`src/soa_pkg.sv`:
```
`timescale 1ns / 1ps
// ---------------------------------------------------------------------------
// soa_pkg
// Shared widths, codes and the controller/datapath interface types of the
// slab object allocator.
// ---------------------------------------------------------------------------
package soa_pkg;

  localparam int HANDLE_W    = 17;
  localparam int INDEX_W     = 13;
  localparam int CNT_W       = 13;
  localparam int CLS_W       = 4;
  localparam int OFF_W       = 16;
  localparam int STAT_W      = 2;
  localparam int WORD_BITS   = 64;
  localparam int POS_W       = 6;
  localparam int MAX_CLASSES = 12;

  // objects per slab for each class before the frame-size limit
  localparam logic [CNT_W-1:0] CLASS_OBJECTS [MAX_CLASSES] = '{
    13'd5363, 13'd4022, 13'd2681, 13'd1609, 13'd893, 13'd473,
    13'd243,  13'd123,  13'd62,   13'd31,   13'd15,  13'd7
  };

  typedef enum logic [STAT_W-1:0] {
    ST_OK       = 2'd0,
    ST_TOO_BIG  = 2'd1,
    ST_NO_FRAME = 2'd2,
    ST_BAD_FREE = 2'd3
  } status_t;

  // which result the datapath stages
  typedef enum logic [2:0] {
    RES_NONE     = 3'd0,
    RES_TOO_BIG  = 3'd1,
    RES_NO_FRAME = 3'd2,
    RES_BAD_FREE = 3'd3,
    RES_ALLOC_OK = 3'd4,
    RES_FREE_OK  = 3'd5,
    RES_RELEASED = 3'd6
  } res_t;

  typedef struct packed {
    logic latch;
    logic walk_init;
    logic walk_step;
    logic take_frame;
    logic scan_start;
    logic scan_next;
    logic pick;
    logic set_bit;
    logic clr_bit;
    logic unlink_init;
    logic unlink_step;
    logic release_frame;
    res_t res;
    logic out_load;
  } cmd_t;

  typedef struct packed {
    logic kind;
    logic size_bad;
    logic cur_null;
    logic cur_room;
    logic steps_done;
    logic pool_full;
    logic word_full;
    logic free_bad;
    logic bit_clear;
    logic last_obj;
    logic wp_null;
    logic wp_hit;
    logic out_free;
  } sts_t;

endpackage

```
`src/soa_ctrl.sv`:
```
`timescale 1ns / 1ps
// ---------------------------------------------------------------------------
// soa_ctrl
// Request sequencer: decodes, walks slab chains, scans the bitmap, unlinks
// released slabs and hands results to the output register.
// ---------------------------------------------------------------------------
module soa_ctrl (
  input  logic            clk,
  input  logic            rst,
  input  logic            in_valid,
  output logic            in_ready,
  input  soa_pkg::sts_t   sts,
  output soa_pkg::cmd_t   cmd
);

  typedef enum logic [6:0] {
    S_IDLE   = 7'b0000001,
    S_DECODE = 7'b0000010,
    S_WALK   = 7'b0000100,
    S_SCAN   = 7'b0001000,
    S_SET    = 7'b0010000,
    S_UNLINK = 7'b0100000,
    S_DONE   = 7'b1000000
  } state_t;

  state_t state, state_next;

  assign in_ready = (state == S_IDLE);

  // next state and commands
  always_comb begin
    state_next = state;
    cmd        = '0;
    unique case (state)
      S_IDLE: begin
        if (in_valid) begin
          cmd.latch  = 1'b1;
          state_next = S_DECODE;
        end
      end
      S_DECODE: begin
        if (!sts.kind) begin
          if (sts.size_bad) begin
            cmd.res    = soa_pkg::RES_TOO_BIG;
            state_next = S_DONE;
          end else begin
            cmd.walk_init = 1'b1;
            state_next    = S_WALK;
          end
        end else if (sts.free_bad || sts.bit_clear) begin
          cmd.res    = soa_pkg::RES_BAD_FREE;
          state_next = S_DONE;
        end else begin
          cmd.clr_bit = 1'b1;
          if (sts.last_obj) begin
            cmd.unlink_init = 1'b1;
            state_next      = S_UNLINK;
          end else begin
            cmd.res    = soa_pkg::RES_FREE_OK;
            state_next = S_DONE;
          end
        end
      end
      S_WALK: begin
        if (sts.cur_null || sts.steps_done) begin
          if (sts.pool_full) begin
            cmd.res    = soa_pkg::RES_NO_FRAME;
            state_next = S_DONE;
          end else begin
            cmd.take_frame = 1'b1;
            state_next     = S_SET;
          end
        end else if (sts.cur_room) begin
          cmd.scan_start = 1'b1;
          state_next     = S_SCAN;
        end else begin
          cmd.walk_step = 1'b1;
        end
      end
      S_SCAN: begin
        if (sts.word_full) begin
          cmd.scan_next = 1'b1;
        end else begin
          cmd.pick   = 1'b1;
          state_next = S_SET;
        end
      end
      S_SET: begin
        cmd.set_bit = 1'b1;
        cmd.res     = soa_pkg::RES_ALLOC_OK;
        state_next  = S_DONE;
      end
      S_UNLINK: begin
        if (sts.wp_null || sts.steps_done || sts.wp_hit) begin
          cmd.release_frame = 1'b1;
          cmd.res           = soa_pkg::RES_RELEASED;
          state_next        = S_DONE;
        end else begin
          cmd.unlink_step = 1'b1;
        end
      end
      S_DONE: begin
        if (sts.out_free) begin
          cmd.out_load = 1'b1;
          state_next   = S_IDLE;
        end
      end
      default: state_next = S_IDLE;
    endcase
  end

  always_ff @(posedge clk) begin
    if (rst) begin
      state <= S_IDLE;
    end else begin
      state <= state_next;
    end
  end

endmodule

```
`config.mk`:
```
export PLATFORM = sky130hd
export DESIGN_NAME = soa_ctrl
export DESIGN_NICKNAME = d
export VERILOG_FILES = /design/src/soa_pkg.sv /design/src/soa_ctrl.sv
export SDC_FILE = /design/constraint.sdc
export NUM_CORES = 1
export LEC_CHECK = 0
export BUFFER_PORTS_ARGS = -buffer_cell sky130_fd_sc_hd__buf_2
export CAP_MARGIN = 10
export CORE_MARGIN = 5
export CORE_UTILIZATION = 47
export DETAILED_ROUTE_END_ITERATION = 7
export PLACE_DENSITY = 0.89
export SLEW_MARGIN = 20
export SYNTH_ARGS = -nofsm -noshare
export SYNTH_HDL_FRONTEND = slang
export SYNTH_SLANG_ARGS = --single-unit
```
`constraint.sdc`:
```
create_clock -name clk -period 2.2 [get_ports clk]
set_input_delay 0.22 -clock clk [delete_from_list [all_inputs] [get_ports clk]]
set_output_delay 0.22 -clock clk [all_outputs]
set_load 0.02 [all_outputs]
```
; ---- Word level (Yosys, flattened, before mapping)
; Index checks and enable logic that the tools add are counted.
[totals]
reg_bits = 7
in_bits = 16
wordCells = 62
[op_classes]
n_eq_ne = 12
n_mux = 44
reduce_logical = 5
[ops]
columns = operator, n
row1 = $mux W7, 11
row2 = $pmux W7 S7, 1
row3 = $mux W1, 19
row4 = $mux W2, 7
row5 = $mux W3, 4
row6 = $pmux W3 S4, 1
row7 = $ne A2 B2 Y1 const B, 4
row8 = $eq A7 B1 Y1 const B, 1
row9 = $eq A7 B2 Y1 const B, 1
row10 = $eq A7 B3 Y1 const B, 1
row11 = $eq A7 B4 Y1 const B, 1
row12 = $eq A7 B5 Y1 const B, 1
row13 = $eq A7 B6 Y1 const B, 1
row14 = $eq A7 B7 Y1 const B, 1
row15 = $reduce_and A5 Y1, 1
row16 = $logic_or A1 B1 Y1, 4
row17 = $mux W4, 1
row18 = $ne A3 B3 Y1 const B, 1

; ---- Longest topological paths before layout
[depth]
ltp_word = 4
ltp_mapped = 6

; ---- Least setup slack after synthesis
; OpenSTA, ideal clock, no wires.
[synth_timing]
path_type = reg2out
from = register state[6]
to = output port cmd[15] (netlist bit)
arrival_ps = 1716
required_time_ps = 1980
setup_slack_ps = 264
stages_incl_launch_ff = 5
path_buffers = 0
path_cell_list = dfxtp_1 > nor3_2 > nand2_1 > nor3b_1 > and2_1
[synth_rtl]
columns = element, line
row1 = from (decl), soa_ctrl.sv:26  ; state_t state, state_next;
row2 = from (signal assigned), soa_ctrl.sv:116  ; state <= state_next;
row3 = to (decl), soa_ctrl.sv:13  ; output soa_pkg::cmd_t cmd

==> flow_metrics.tcl <==
set metrics [dict create \
    ys_types 38 \
    cts_buffers 3 \
    crit_type "flop to output port" \
    htree_levels 1 \
    yosys_warnings 0 \
    syn_inst 85 \
    initial_core_util_pct 50.0 \
    skew_ps 5.11 \
    post-dp-hpwl_microns 1640 \
    status "complete, no violations" \
    via_per_inst 5.75 \
    fin_crit_ps 2090 \
    arrival_ps 1870 \
    cellPowerDensity_mw_per_mm2 699 \
    synth-async-reset-ratio_pct 0 \
    seq_area_frac_synth_pct 21.3 \
    crit_slowest_cell "dfxtp_1" \
    endpoint_kind "output port" \
    rsz0062_at_grt "no" \
    syn_to_final_growth_pct 28.3 \
    hold_viol_final 0 \
    cp_cell_sequence "nor4_4 > and4bb_2 > and3_4 > inv_1 > o21ai_1 > buf_2" \
    p_leak_uw 0.000428 \
    diodes 0 \
    slew_headroom_pct 70.0 \
    critPathMaxStageDelay_ps 410 \
    highest_layer "met4" \
    grt_pass1_vias 724 \
    met2_length_microns 987 \
    hold_path_class "input pin to flop" \
    layout_common_cells "buf_2, nor2_1, inv_1" \
    die_area_sq_mm 0.00225 \
    grt_max_degree 10 \
    slew_viol_final 0 \
    clk_pin_slew_worst_paths_ps 50 \
    syn_area_sq_um 658 \
    yosys_most_used_dff "dfxtp_1" \
    cpLargestDelayFamily "simple AND/OR/NAND/NOR gates" \
    gp_congestion 0.814 \
    postCtsHoldBufs 0 \
    numPortBuffers 32 \
    cts.sinks 7 \
    drt_iter0_drc 32 \
    vias 771 \
    fin_setup_tns_ps 0 \
    synth-seq-cells 7 \
    wl_met3_microns 113 \
    ant_nets 0 \
    clk-insertion-delay-late_ps 250 \
    crit_buf_inv 2 \
    syn_avg_cell_area_sq_um 7.74 \
    fin_cells 134 \
    fmax_mhz 477 \
    wl_met1_microns 714 \
    fin_crit_sh_pct 95.2 \
    dp.cells 130 \
    dieHeight_microns 47.4 \
    tightest_slew_ps 444 \
    ios 33 \
    drive_above_1_share_pct 36.1 \
    start_kind "flop" \
    cts.path.max_buffers 2 \
    crit_required_ps 1980 \
    grtUsageTotal_pct 19.3 \
    r2r_slack_ps 410 \
    root_buffer "clkbuf_4" \
    cts_resized 0 \
    max_cap_viol_count 0 \
    totalPowerFinal_uw 590 \
    dp_slack_ps 361 \
    num_rows 13 \
    mostFrequentLayoutCell "buf_2" \
    antenna_found_initial 0 \
    synth_fp_nets 101 \
    cts_tree "yes" \
    largest-register "state" \
    nNetsFinal 136 \
    grt_pass1_wl_microns 3080 \
    largest_reg_flops 7 \
    routed_wl_microns 1920 \
    firstDrtPassIters 4 \
    cts_setup_buffers 0 \
    crit_fanout 9 \
    core_sq_mm 0.00132 \
    drc 0 \
    top_regs "state x7" \
    grt-ovfl-total 0 \
    synth_edf_count 0 \
    ir_drop_uv 387 \
    fill_cells 109 \
    worst_slack_ps 105 \
    wl_per_cell_microns 14.3 \
    setup_viol 0 \
    die_x_microns 47.4 \
]
## cell usage after synthesis (2+ instances only)
| master | count | share of area [%] |
|---|---|---|
| nand3b_1 | 3 | 3.4 |
| dfxtp_1 | 7 | 21 |
| a21o_1 | 2 | 2.3 |
| nand2_1 | 6 | 3.4 |
| and2_1 | 5 | 4.8 |
| nand3_1 | 2 | 1.5 |
| nor3_1 | 4 | 3.0 |
| nor3b_1 | 5 | 5.7 |
| a31oi_1 | 2 | 1.9 |
| inv_1 | 9 | 5.1 |
| o211ai_1 | 2 | 2.3 |
| a21oi_1 | 2 | 1.5 |
| nor2_1 | 10 | 5.7 |
| o21ai_0 | 2 | 1.5 |
## final cells by class
cell class,instances,area [sq um],share of cell area (%)
clock buffer,4,26.3,3.11
inverter,9,33.8,4.00
multi-input combinational,67,465,55.1
sequential,7,140,16.6
tap,15,18.8,2.22
timing repair buffer,32,160,19.0
## layer usage
layer | GRT usage [%] | vias to the layer above
met5 | 0 | -
met4 | 13.3 | 0
met3 | 3.76 | 10
met2 | 31.6 | 37
met1 | 22.5 | 343
li1 | - | 381
## metrics by stage
stage	hold slack [ps]	util [%]	area [sq um]
after global placement	443	62.1	818
final	197	64.1	845
after global routing	195	64.1	845
after CTS	189	64.1	845
after floorplan	292	-	658
after detailed placement	447	62.1	818
## kinds of logic after synthesis
logic type | Yosys count | synth area share, %
AND/OR/NAND/NOR | 47 | 46.4
AO/OA/AOI/OAI | 18 | 21.5
buffers and inverters | 11 | 7.98
flip-flops | 7 | 21.3
XOR/XNOR | 1 | 1.33
adder cells (fa/ha/maj) | 1 | 1.52
## final timing paths
path / from / to / cells past startpoint
worst min register to register: state[6] / state[6] / 2
worst max-delay path: state[3] / cmd[3] / 6
worst max register to register: state[0] / state[5] / 5
worst min-delay path: rst / state[3] / 2
## power by group
group | internal [uW] | switching, uW | leakage, uW
registers | 145 | 41.3 | 0.0000570
logic | 124 | 167 | 0.000356
clock network | 69.0 | 44.7 | 0.0000150
total | 338 | 253 | 0.000428
Note: power is estimated with default switching activity, not from simulation.
